[config.mk]
export PLATFORM = sky130hd
export DESIGN_NAME = mpu_region_rounder_flat
export DESIGN_NICKNAME = d
export VERILOG_FILES = /design/src/hdl/mrr_pkg.sv /design/src/hdl/mrr_in_if.sv /design/src/hdl/mrr_out_if.sv /design/src/hdl/mrr_datapath.sv /design/src/hdl/mrr_control.sv /design/src/hdl/mpu_region_rounder.sv /design/src/flat_wrapper.sv
export SDC_FILE = /design/constraint.sdc
export NUM_CORES = 1
export LEC_CHECK = 0
export BUFFER_PORTS_ARGS = -buffer_cell sky130_fd_sc_hd__buf_2
export CAP_MARGIN = 20
export CORE_UTILIZATION = 64
export CTS_BUF_LIST = sky130_fd_sc_hd__clkbuf_4 sky130_fd_sc_hd__clkbuf_8
export DETAILED_ROUTE_END_ITERATION = 10
export PLACE_DENSITY = 0.95
export SYNTH_ARGS = -nofsm -noshare
export SYNTH_HDL_FRONTEND = slang
export SYNTH_SLANG_ARGS = --single-unit
export TNS_END_PERCENT = 30
[constraint.sdc]
create_clock -name clk -period 16.25 [get_ports clk]
set_input_delay 2.4375 -clock clk [delete_from_list [all_inputs] [get_ports clk]]
set_output_delay 2.4375 -clock clk [all_outputs]
set_load 0.05 [all_outputs]
[src/hdl/mrr_pkg.sv]
`default_nettype none

package mrr_pkg;

  localparam int unsigned ADDR_W = 32;
  localparam int unsigned BYTES_W = 31;
  localparam int unsigned LOG_W = 5;
  localparam int unsigned MIN_LOG2 = 5;
  localparam int unsigned DEFAULT_LIMIT_LOG2 = 31;

  typedef enum logic [2:0] {
    ST_IDLE = 3'b001,
    ST_RUN  = 3'b010,
    ST_HOLD = 3'b100
  } state_t;

  typedef struct packed {
    logic load;
    logic step;
    logic commit;
  } cmd_t;

  typedef struct packed {
    logic fail;
    logic hit;
  } sts_t;

endpackage

`default_nettype wire

[src/hdl/mrr_in_if.sv]
`default_nettype none

interface mrr_in_if;
  logic        valid;
  logic        ready;
  logic [31:0] start_address;
  logic [31:0] block_bytes;

  modport source (output valid, output start_address, output block_bytes, input ready);
  modport sink (input valid, input start_address, input block_bytes, output ready);
endinterface

`default_nettype wire

[src/hdl/mrr_out_if.sv]
`default_nettype none

interface mrr_out_if;
  logic        valid;
  logic        ready;
  logic [31:0] region_base;
  logic [30:0] region_bytes;
  logic [4:0]  region_log2;
  logic        failed;

  modport source (output valid, output region_base, output region_bytes,
                  output region_log2, output failed, input ready);
  modport sink (input valid, input region_base, input region_bytes,
                input region_log2, input failed, output ready);
endinterface

`default_nettype wire

[src/hdl/mrr_datapath.sv]
`default_nettype none

module mrr_datapath
  import mrr_pkg::*;
#(
  parameter int unsigned LIMIT_LOG2 = DEFAULT_LIMIT_LOG2
) (
  input  wire logic               clk,
  input  wire cmd_t               cmd,
  output sts_t                    sts,
  input  wire logic [ADDR_W-1:0]  start_address,
  input  wire logic [ADDR_W-1:0]  block_bytes,
  output logic [ADDR_W-1:0]       region_base,
  output logic [BYTES_W-1:0]      region_bytes,
  output logic [LOG_W-1:0]        region_log2,
  output logic                    failed
);

  logic [ADDR_W-1:0] addr;
  logic [ADDR_W-1:0] len;
  logic [ADDR_W-1:0] mask;
  logic [ADDR_W:0]   pow;
  logic [LOG_W-1:0]  lg;
  logic              short_len;
  logic [ADDR_W:0]   sum;

  // candidate region fits once len plus slack stays within 2^lg
  assign sum = {1'b0, len} + {1'b0, addr & mask};
  assign sts.hit = (sum <= pow);
  assign sts.fail = short_len || (lg >= LOG_W'(LIMIT_LOG2));

  always_ff @(posedge clk) begin
    if (cmd.load) begin
      addr      <= start_address;
      len       <= block_bytes;
      lg        <= LOG_W'(MIN_LOG2);
      mask      <= (ADDR_W'(1) << MIN_LOG2) - ADDR_W'(1);
      pow       <= (ADDR_W + 1)'(1) << MIN_LOG2;
      short_len <= (block_bytes < (ADDR_W'(1) << MIN_LOG2));
    end else if (cmd.step) begin
      lg   <= lg + LOG_W'(1);
      mask <= {mask[ADDR_W-2:0], 1'b1};
      pow  <= {pow[ADDR_W-1:0], 1'b0};
    end
    if (cmd.commit) begin
      failed       <= sts.fail;
      region_base  <= sts.fail ? '0 : (addr & ~mask);
      region_bytes <= sts.fail ? '0 : pow[BYTES_W-1:0];
      region_log2  <= sts.fail ? '0 : lg;
    end
  end

  assert property (@(posedge clk) cmd.step |-> !sts.fail && !sts.hit)
    else $error("step taken on a finished search");
  assert property (@(posedge clk) $past(cmd.step) |-> lg != LOG_W'(MIN_LOG2))
    else $error("log2 wrapped");
  assert property (@(posedge clk) $past(cmd.commit) && failed |->
                   region_base == '0 && region_bytes == '0 && region_log2 == '0)
    else $error("failed result carries nonzero fields");

endmodule

`default_nettype wire

[src/hdl/mrr_control.sv]
`default_nettype none

module mrr_control
  import mrr_pkg::*;
(
  input  wire logic clk,
  input  wire logic rst,
  input  wire logic req_valid,
  output logic      req_ready,
  output logic      rsp_valid,
  input  wire logic rsp_ready,
  input  wire sts_t sts,
  output cmd_t      cmd
);

  state_t state;
  state_t state_next;
  logic   rsp_valid_next;
  logic   finish;
  logic   slot_free;

  assign finish    = sts.fail || sts.hit;
  assign slot_free = !rsp_valid || rsp_ready;
  assign req_ready = (state == ST_IDLE);

  always_comb begin
    state_next = state;
    cmd        = '0;
    unique case (state)
      ST_IDLE: begin
        if (req_valid) begin
          cmd.load   = 1'b1;
          state_next = ST_RUN;
        end
      end
      ST_RUN: begin
        if (!finish) begin
          cmd.step = 1'b1;
        end else if (slot_free) begin
          cmd.commit = 1'b1;
          state_next = ST_IDLE;
        end else begin
          state_next = ST_HOLD;
        end
      end
      ST_HOLD: begin
        if (slot_free) begin
          cmd.commit = 1'b1;
          state_next = ST_IDLE;
        end
      end
      default: state_next = ST_IDLE;
    endcase
  end

  always_comb begin
    rsp_valid_next = rsp_valid;
    if (rsp_ready) begin
      rsp_valid_next = 1'b0;
    end
    if (cmd.commit) begin
      rsp_valid_next = 1'b1;
    end
  end

  always_ff @(posedge clk) begin
    if (rst) begin
      state     <= ST_IDLE;
      rsp_valid <= 1'b0;
    end else begin
      state     <= state_next;
      rsp_valid <= rsp_valid_next;
    end
  end

  assert property (@(posedge clk) disable iff (rst) cmd.commit |-> finish && slot_free)
    else $error("result written over a pending transfer");
  assert property (@(posedge clk) disable iff (rst) req_valid && req_ready |=> state == ST_RUN)
    else $error("accepted request did not start a search");
  assert property (@(posedge clk) disable iff (rst) state == ST_HOLD |-> finish)
    else $error("hold state without a finished search");

endmodule

`default_nettype wire

[src/hdl/mpu_region_rounder.sv]
// channel | dir | fields
// req     | in  | start_address[31:0], block_bytes[31:0]
// rsp     | out | region_base[31:0], region_bytes[30:0], region_log2[4:0], failed
//
// One request at a time: the request is loaded, then candidate log2 values are tried
// from 5 upward until a fit or a failure is found and the result registers.
// The size search checks each candidate through the single adder/compare.
// rst is synchronous; it empties the result register and returns to idle.
// The result register holds a transfer while rsp is stalled; a new request is
// taken meanwhile, and its search stalls only when it finishes before rsp drains.
`default_nettype none

module mpu_region_rounder
  import mrr_pkg::*;
#(
  parameter int unsigned LIMIT_LOG2 = DEFAULT_LIMIT_LOG2
) (
  input wire logic clk,
  input wire logic rst,
  mrr_in_if.sink   req,
  mrr_out_if.source rsp
);

  cmd_t cmd;
  sts_t sts;

  mrr_control u_control (
    .clk       (clk),
    .rst       (rst),
    .req_valid (req.valid),
    .req_ready (req.ready),
    .rsp_valid (rsp.valid),
    .rsp_ready (rsp.ready),
    .sts       (sts),
    .cmd       (cmd)
  );

  mrr_datapath #(
    .LIMIT_LOG2 (LIMIT_LOG2)
  ) u_datapath (
    .clk           (clk),
    .cmd           (cmd),
    .sts           (sts),
    .start_address (req.start_address),
    .block_bytes   (req.block_bytes),
    .region_base   (rsp.region_base),
    .region_bytes  (rsp.region_bytes),
    .region_log2   (rsp.region_log2),
    .failed        (rsp.failed)
  );

endmodule

`default_nettype wire

[src/flat_wrapper.sv]
// flat-port wrapper written by rule: the top's interface ports become plain ports
module mpu_region_rounder_flat import mrr_pkg::*;
#(
  parameter int unsigned LIMIT_LOG2 = DEFAULT_LIMIT_LOG2
)
  (clk, rst, req_valid, req_start_address, req_block_bytes, req_ready, rsp_valid, rsp_region_base, rsp_region_bytes, rsp_region_log2, rsp_failed, rsp_ready);
  mrr_in_if req_i ();
  mrr_out_if rsp_i ();
  input wire logic clk;
  input wire logic rst;
  input wire logic [$bits(req_i.valid)-1:0] req_valid;
  input wire logic [$bits(req_i.start_address)-1:0] req_start_address;
  input wire logic [$bits(req_i.block_bytes)-1:0] req_block_bytes;
  output wire logic [$bits(req_i.ready)-1:0] req_ready;
  output wire logic [$bits(rsp_i.valid)-1:0] rsp_valid;
  output wire logic [$bits(rsp_i.region_base)-1:0] rsp_region_base;
  output wire logic [$bits(rsp_i.region_bytes)-1:0] rsp_region_bytes;
  output wire logic [$bits(rsp_i.region_log2)-1:0] rsp_region_log2;
  output wire logic [$bits(rsp_i.failed)-1:0] rsp_failed;
  input wire logic [$bits(rsp_i.ready)-1:0] rsp_ready;
  assign req_i.valid = req_valid;
  assign req_i.start_address = req_start_address;
  assign req_i.block_bytes = req_block_bytes;
  assign req_ready = req_i.ready;
  assign rsp_valid = rsp_i.valid;
  assign rsp_region_base = rsp_i.region_base;
  assign rsp_region_bytes = rsp_i.region_bytes;
  assign rsp_region_log2 = rsp_i.region_log2;
  assign rsp_failed = rsp_i.failed;
  assign rsp_i.ready = rsp_ready;
  mpu_region_rounder #(.LIMIT_LOG2(LIMIT_LOG2)) u_core (.clk(clk), .rst(rst), .req(req_i), .rsp(rsp_i));
endmodule
Word-level counts from Yosys, hierarchy flattened:

Cells that the tools add are included.

* register bits after elaboration: 193
* latch bits: 0
* RAM bits: 0
* memory bits (read-only): 0
* input port bits: 68
* output and inout bits: 71
* word-level logic and storage cells: 46
* memories: 0

* $add $sub $neg: 2
* multiply operators: 0
* div/mod/pow operators: 0
* order comparisons: 3
* equality and inequality tests: 6
* shift operators: 0
* muxes and demuxes: 14
* bitwise gates (word level): 3
* reductions and logical operators: 6

Operators by type and width (number)
* AND 32 bit: 2
* adder 32 x 32 -> 33 bit: 1
* less-or-equal comparator 33 bit: 1
* < comparator 32 x 6 -> 1 bit, second input constant: 1
* NOT 32 bit: 1
* 2-to-1 mux 3 bit: 4
* one-hot mux 3 bit (3 select lines): 1
* 2-to-1 mux 1 bit: 8
* != test 2 bit, second input constant: 3
* adder 5 x 1 -> 5 bit, second input constant: 1
* >= comparator 5 bit, second input constant: 1
* == test 3 x 1 -> 1 bit, second input constant: 1
* == test 3 x 2 -> 1 bit, second input constant: 1
* == test 3 bit, second input constant: 1
* logical OR 1 bit: 3
* AND reduction 3 bit: 1
* one-hot mux 1 bit (2 select lines): 1
* nonzero test 2 bit: 1
* zero test 1 bit: 1

Longest topological paths before layout:

Gate-level depths: netlist (run 1).

* depth in word-level cells: 7
* depth in mapped cells: 21
* depth with buffers taken out: 19

Hierarchy:

From an unflattened synthesis (run 1), not the netlist that was laid out.

* cell total of the unflattened synthesis: 810
* area, all modules: 9220.1 µm²

By module, submodules not included
* mrr_datapath: instances 1, cells each 784, area an instance 8997.4 µm², seq. area each 4924.7 µm²
* mrr_control: instances 1, cells each 26, area an instance 222.7 µm², seq. area each 80.1 µm²

Worst setup path after synthesis (run 1):

OpenSTA, ideal clock, no wires.

* path type: reg2reg
* start: register u_core.u_datapath.addr[22]
* end: register u_core.u_datapath.failed (enable)
* setup time: 0.420 ns
* arrival time: 5.211 ns
* data required time: 15.830 ns
* slack: 10.620 ns
* cell stages (with the launch flop): 19
* path buffers: 1
* clock period less this slack: 5.630 ns
* path through: edfxtp_1 -> and2_1 -> ha_1 -> buf_6 -> a21o_1 -> a21o_1 -> a2111o_1 -> a221o_1 -> a221oi_2 -> nand2b_1 -> a21oi_2 -> xnor2_1 -> ha_1 -> nand4_1 -> or2_2 -> nor4b_1 -> a21oi_1 -> o21ai_2 -> a41o_1

RTL lines
* start: declaration: RTL line mrr_datapath.sv:19 `logic [ADDR_W-1:0] addr;`
* start signal: assignment: RTL line mrr_datapath.sv:34 `addr <= start_address;`
* end signal: assignment: RTL line mrr_datapath.sv:46 `failed <= sts.fail;`
* end: declaration: RTL line mrr_datapath.sv:16 `output logic failed`

Worst setup path after layout (run 1):

* start: register u_core.u_datapath.addr[22]
* end: register u_core.u_datapath.pow[17]

* word-level cells in the longest chain between the ends: 6

Ends and longest elaborated chain
* AND 32 bit: RTL line mrr_datapath.sv:28 `assign sum = {1'b0, len} + {1'b0, addr & mask};`
* adder 32 x 32 -> 33 bit: RTL line mrr_datapath.sv:28
* less-or-equal comparator 33 bit: RTL line mrr_datapath.sv:29 `assign sts.hit = (sum <= pow);`
* logical OR 1 bit: RTL line mrr_control.sv:22 `assign finish = sts.fail || sts.hit;`
* 2-to-1 mux 1 bit: RTL line mrr_control.sv:37 `if (!finish) begin`
* 2-to-1 mux 1 bit: RTL line mrr_control.sv:29 `unique case (state)`
* end signal: assignment: RTL line mrr_datapath.sv:38 `pow <= (ADDR_W + 1)'(1) << MIN_LOG2;`
* end signal: assignment: RTL line mrr_datapath.sv:43 `pow <= {pow[ADDR_W-1:0], 1'b0};`
* end: declaration: RTL line mrr_datapath.sv:22 `logic [ADDR_W:0] pow;`

No other way between the ends.
A chain may end at the register's enable or synchronous reset.

==> impl_metrics.ini, run 1 <==
[setup_path]
reg2regPathDepth = 18
cp-startpoint = u_core.u_datapath.addr[22]$_DFFE_PP_
cp-start-kind = flop
r2r-start = u_core.u_datapath.addr[22]$_DFFE_PP_
rrSetupSlack_ns = 10.78
crit_required_ns = 16.64
worstSetupPathType = flop to flop
crit_fanout = 60
arrival_ns = 5.86
r2r-end = u_core.u_datapath.pow[17]$_SDFFE_PP0P_
endpoint = u_core.u_datapath.pow[17]$_SDFFE_PP0P_
crit_path_end_kind = flop

[synth]
synth-async-reset-ratio_pct = 0
synth-main-ff-cell = edfxtp_1
synth-xor-area-share_pct = 2.50
yosysTopAreaCell = edfxtp_1
avgSynthCellArea_um2 = 11.5
synth_top_family_by_area = simple AND/OR/NAND/NOR gates
ys_seq_area_share_pct = 55.0
synth.area.mux_share_pct = 5.94
synth_area_mm2 = 0.00910
ys_ff_latch = 188
synth_top_area_share_pct = 40.9
synth_compound_area_share_pct = 10.1
synth_cell_type_count = 62
synthCells = 790
synthAdderAreaFrac_pct = 8.74
synth.area.top_cells = edfxtp_1, dfxtp_1, ha_1
synth-simple-area-share_pct = 13.5
yosys_warnings = 0
synth_edf_count = 124

[clocking]
cts_root_buffer = clkbuf_8
cts_inserted_buffers = 17
clock_sinks = 188
ctsHtreeMaxLevel = 4
clk_latency_ns = 0.48
cts_tree = done
clk_pin_slew_worst_paths_ns = 0.09
ctsHoldBuffers = 0
post-cts-setup-buffer-count = 0
clockBufferDepth = 2
cts_resized = 0

[floorplanning]
die-height_um = 121
core_area_mm2 = 0.0139
row_count = 43
start_util_pct = 65.6
die_area_mm2 = 0.0147
io_pins = 139
die_x_um = 121

[pwr]
swShare_pct = 24.1
ir_drop_mv = 0.0681
p_per_area_mw_per_mm2 = 92.2
pwr-share-seq_pct = 56.1
clockPowerShare_pct = 34.3
internal_power_w = 0.000718
p_sw_w = 0.000228
pwr-share-comb_pct = 9.6
p_leak_nw = 4.44

[grt]
grt_pass1_vias = 6029
grt_overflow_total = 0
antenna_found_initial = 0
grt_pass1_wl_um = 29600
grtUsageTotal_pct = 26.5
grt_start_max_net_pins = 68

[finish]
diodes = 0
stdcell_area_mm2 = 0.0103
final_common_cell = buf_2
final_nets = 1040
drive_gt1_share_pct = 19.3
syn2layout_area_growth_pct = 12.7
utilization_pct = 73.9
layout_common_cells = buf_2, edfxtp_1, nand2_1

[route]
finalWirelength_um = 18500
route.detailed.drc = 0
dr.first_iter.drc_count = 631
vias = 6454
ant_nets = 0
routed_via_density = 5.86
drt-wirelength-per-cell_um = 16.8
dr.pass1.iters = 5

[place]
detailed_place_hpwl_um = 13100
place_congestion = 0.862
place_area_mm2 = 0.00983
io_buffer_count = 128

[sta]
setup_viol = 0
rsz0062_at_grt = no
hold_viol = 0
finClkSkew_ns = 0.0127
period_needed_ns = 5.47
tns_ns = 0
timing.final.crit_share_pct = 33.6
tightestPinTransition_ns = 1.05
drv_slew = 0
slew_headroom_pct = 30.0
fmax_mhz = 183

[run_status]
status = completed

[job]
cap_violations = 0

[hold_path]
min_from = u_core.u_datapath.pow[20]$_SDFFE_PP0P_
hold_class = flop to flop
## cell type report
type | instances | area [um^2]
Sequential cell | 188 | 5000
Multi-Input combinational cell | 523 | 3760
Fill cell | 917 | 3620
Timing Repair Buffer | 132 | 671
Clock buffer | 20 | 263
Tap cell | 180 | 225
Inverter | 47 | 176
Clock inverter | 12 | 163
## metrics by stage
step           instances  setup slack [ns]  total power (W)  hold slack (ns)
2_1_floorplan        799             10.62         0.000605            0.438
3_3_place_gp        1070             11.05         0.000627            0.445
3_5_place_dp        1070             10.89         0.000631            0.453
4_1_cts             1102             10.82         0.000947            0.466
5_1_grt             1102             10.53         0.000976            0.495
6_report            1102             10.78         0.000946            0.468
## synthesized netlist by cell type, drive strengths merged, types with 8 or more instances
library cell    n
edfxtp        124
nand2          67
dfxtp          64
ha             62
mux2i          54
inv            47
nor2           43
a21oi          36
and2           32
a21o           28
nor3b          28
clkbuf         24
buf            17
xnor2          17
nand4          16
o21ai          16
nand3          15
xor2            9
a31oi           8
## power groups by stage
stage / Combinational [W] / Clock (W) / Sequential [W]
floorplan: 0.0000601 / 0 / 0.000545
global placement: 0.0000867 / 0 / 0.000541
detailed placement: 0.0000900 / 0 / 0.000541
CTS: 0.0000908 / 0.000326 / 0.000530
global route: 0.0000996 / 0.000345 / 0.000532
finish: 0.0000911 / 0.000324 / 0.000531
## cells by family (layout without fill, tap and decap cells)
family	Yosys count	in the layout
DFF	188	188
adders and majority gates	63	63
muxes	54	54
xor gates and xnor gates	26	26
and+or+nand+nor	237	237
buffers and inverters	88	211
AOI/OAI and AO/OA	133	133
other	1	10
## how the worst min path moves through the flow
| stage | end | cells past startpoint |
|---|---|---|
| 6_report | u_core.u_datapath.pow[20]$_SDFFE_PP0P_ | 2 |
| 5_1_grt | u_core.u_datapath.pow[22]$_SDFFE_PP0P_ | 2 |
| 4_1_cts | u_core.u_datapath.pow[20]$_SDFFE_PP0P_ | 2 |
| 3_5_place_dp | u_core.u_datapath.pow[23]$_SDFFE_PP0P_ | 2 |
| 3_3_place_gp | u_core.u_datapath.pow[6]$_SDFFE_PP0P_ | 2 |
| 2_1_floorplan | u_core.u_datapath.pow[6]$_SDFFE_PP0P_ | 2 |
## sequential cells by signal, summed over array words and instances, names as in the netlist, 3 cells and up
signal / count
u_core.u_datapath.addr: 32
u_core.u_datapath.region_bytes: 26
u_core.u_datapath.len: 32
u_core.u_control.state: 3
u_core.u_datapath.mask: 27
u_core.u_datapath.region_base: 27
u_core.u_datapath.lg: 5
u_core.u_datapath.region_log2: 5
u_core.u_datapath.pow: 28
## per-layer routing
metal,vias to the layer above,routed length [um],global-route usage (%)
met5,-,0,0
met4,0,425,11.0
met3,32,1230,5.22
met2,268,8870,42.7
met1,3060,8020,35.3
li1,3094,-,-
## worst max-delay path: stages, from the launching register on
cell      delay, ns
edfxtp_1       0.38
and2_1         0.17
ha_1           0.39
a21o_1         0.23
a21o_1         0.20
a2111o_1       0.41
a221o_1        0.33
a221oi_2       0.31
nand2b_1       0.10
a21oi_2        0.15
xnor2_1        0.08
ha_1           0.30
nand4_1        0.12
or2_2          0.32
nor4b_1        0.31
a21oi_1        0.13
o21ai_2        0.20
or2_4          0.90
mux2i_1        0.32
Note: power is estimated with default switching activity, not from simulation.
==> run 2: changes to the inputs <==
- CORE_UTILIZATION: 64 -> 53
- PLACE_DENSITY: 0.95 -> 0.86
- clock period: 16.25 -> 5 ns (I/O delays scaled with it)
==> impl_metrics.ini, run 2 (synthesized netlist as in run 1, its figures left out) <==
[floorplanning]
start_util_pct = 54.5
io_pins = 139
core_area_mm2 = 0.0167
die-height_um = 133
row_count = 47
die_area_mm2 = 0.0177
die_x_um = 133

[setup_path]
crit_required_ns = 5.17
cp-start-kind = flop
arrival_ns = 4.97
crit_path_end_kind = flop
rrSetupSlack_ns = 0.20
crit_fanout = 25
worstSetupPathType = flop to flop

[pwr]
p_total_w = 0.00296
ir_drop_mv = 0.197
internal_power_w = 0.00224
pwr-share-comb_pct = 10.4
clockPowerShare_pct = 31.4
swShare_pct = 24.2
p_per_area_mw_per_mm2 = 282
p_sw_w = 0.000715
p_leak_nw = 4.52
pwr-share-seq_pct = 58.2

[finish]
final_common_cell = buf_2
reg.largest.list = u_core.u_datapath.addr (32), u_core.u_datapath.len (32), u_core.u_datapath.pow (28)
utilization_pct = 62.8
stdcell_area_mm2 = 0.0105
syn2layout_area_growth_pct = 15.3
layout_common_cells = buf_2, edfxtp_1, nand2_1
n_fill_cell = 1283
drive_gt1_share_pct = 20.9
final_nets = 1055

[job]
cap_violations = 0

[sta]
timing.final.crit_share_pct = 96.0
finClkSkew_ns = 0.0142
hold_ws_ns = 0.451
hold_viol = 0
fmax_mhz = 208
drv_slew = 0
period_needed_ns = 4.80
slew_headroom_pct = 58.3
setup_viol = 0
tightestPinTransition_ns = 0.626
layout_setup_ws_ns = 0.198

[grt]
grt_pass1_vias = 5948
grtUsageTotal_pct = 20.5
grt_overflow_total = 0
grt_start_max_net_pins = 58
antenna_found_initial = 1
grt_pass1_wl_um = 28300

[place]
pre_cts_ws_ns = 0.156
place_area_mm2 = 0.0100
detailed_place_hpwl_um = 13100
place_congestion = 0.879
io_buffer_count = 128

[clocking]
clock_sinks = 188
ctsHtreeMaxLevel = 4
cts_tree = done
clockBufferDepth = 2
clk_latency_ns = 0.47
cts_root_buffer = clkbuf_8
clk_pin_slew_worst_paths_ns = 0.09
ctsHoldBuffers = 0
cts_inserted_buffers = 17

[route]
vias = 6247
routed_via_density = 5.40
drt-wirelength-per-cell_um = 15.4
route.detailed.drc = 0
dr.first_iter.drc_count = 476
ant_nets = 0
finalWirelength_um = 17800
dr.pass1.iters = 7

[run_status]
status = completed

[hold_path]
hold_class = primary input to flop
## run 2: cell type report
type                       count  area, um^2  share of cell area, %
antenna                        1        2.50                 0.0238
clock buffer                  20         275                   2.62
clock inverter                11        95.1                  0.906
inverter                      47         176                   1.68
multi-input combinational    523        3800                   36.2
sequential                   188        5000                   47.7
tap                          220         275                   2.62
timing repair buffer         147         863                   8.23
## run 2: final timing paths
kind	startpoint	endpoint	depth (start not counted)
worst min register to register	u_core.u_datapath.pow[16]$_SDFFE_PP0P_	u_core.u_datapath.pow[16]$_SDFFE_PP0P_	2
worst max register to register	u_core.u_datapath.addr[22]$_DFFE_PP_	u_core.u_datapath.region_base[21]$_SDFFCE_PP0P_	18
worst max-delay path	u_core.u_datapath.addr[22]$_DFFE_PP_	u_core.u_datapath.region_base[21]$_SDFFCE_PP0P_	18
worst min-delay path	req_start_address[8]	u_core.u_datapath.addr[8]$_DFFE_PP_	1
## run 2: through the flow
stage               cells  setup TNS (ns)
floorplan             799               0
global placement     1118               0
detailed placement   1118               0
CTS                  1149               0
global route         1156          -0.358
finish               1157               0
## run 2: repair_timing
item / 4_1_cts / 5_1_grt
resized for setup: 0 / 6
endpoints found under the setup margin: 0 / 113
setup buffers: 0 / 5
endpoints found under the hold margin: 0 / 0
## run 2: critical path, cell delays in order (launching register included)
cell	delay, ns
edfxtp_1	0.39
and2_1	0.18
ha_1	0.29
a21o_1	0.21
a21o_1	0.21
a2111o_1	0.41
a221o_1	0.33
a221oi_2	0.31
nand2b_1	0.10
a21oi_2	0.15
xnor2_1	0.08
ha_1	0.30
nand4_1	0.12
or2_2	0.34
nor4b_2	0.28
a21oi_1	0.14
o21ai_4	0.14
a41o_4	0.31
buf_12	0.19
## run 2: metal layers
| layer | routed length (um) | vias up | global-route usage (%) |
|---|---|---|---|
| li1 | - | 3121 | - |
| met1 | 8370 | 2904 | 27.3 |
| met2 | 8230 | 194 | 32.4 |
| met3 | 881 | 28 | 4.02 |
| met4 | 352 | 0 | 9.20 |
| met5 | 0 | - | 0 |
## run 2: power by group through the flow
stage / Clock (W) / Sequential, W / Combinational, W
after floorplan: 0 / 0.00177 / 0.000196
after global placement: 0 / 0.00176 / 0.000289
after detailed placement: 0 / 0.00176 / 0.000296
after CTS: 0.000946 / 0.00172 / 0.000298
after global routing: 0.000998 / 0.00173 / 0.000336
final: 0.000930 / 0.00172 / 0.000307
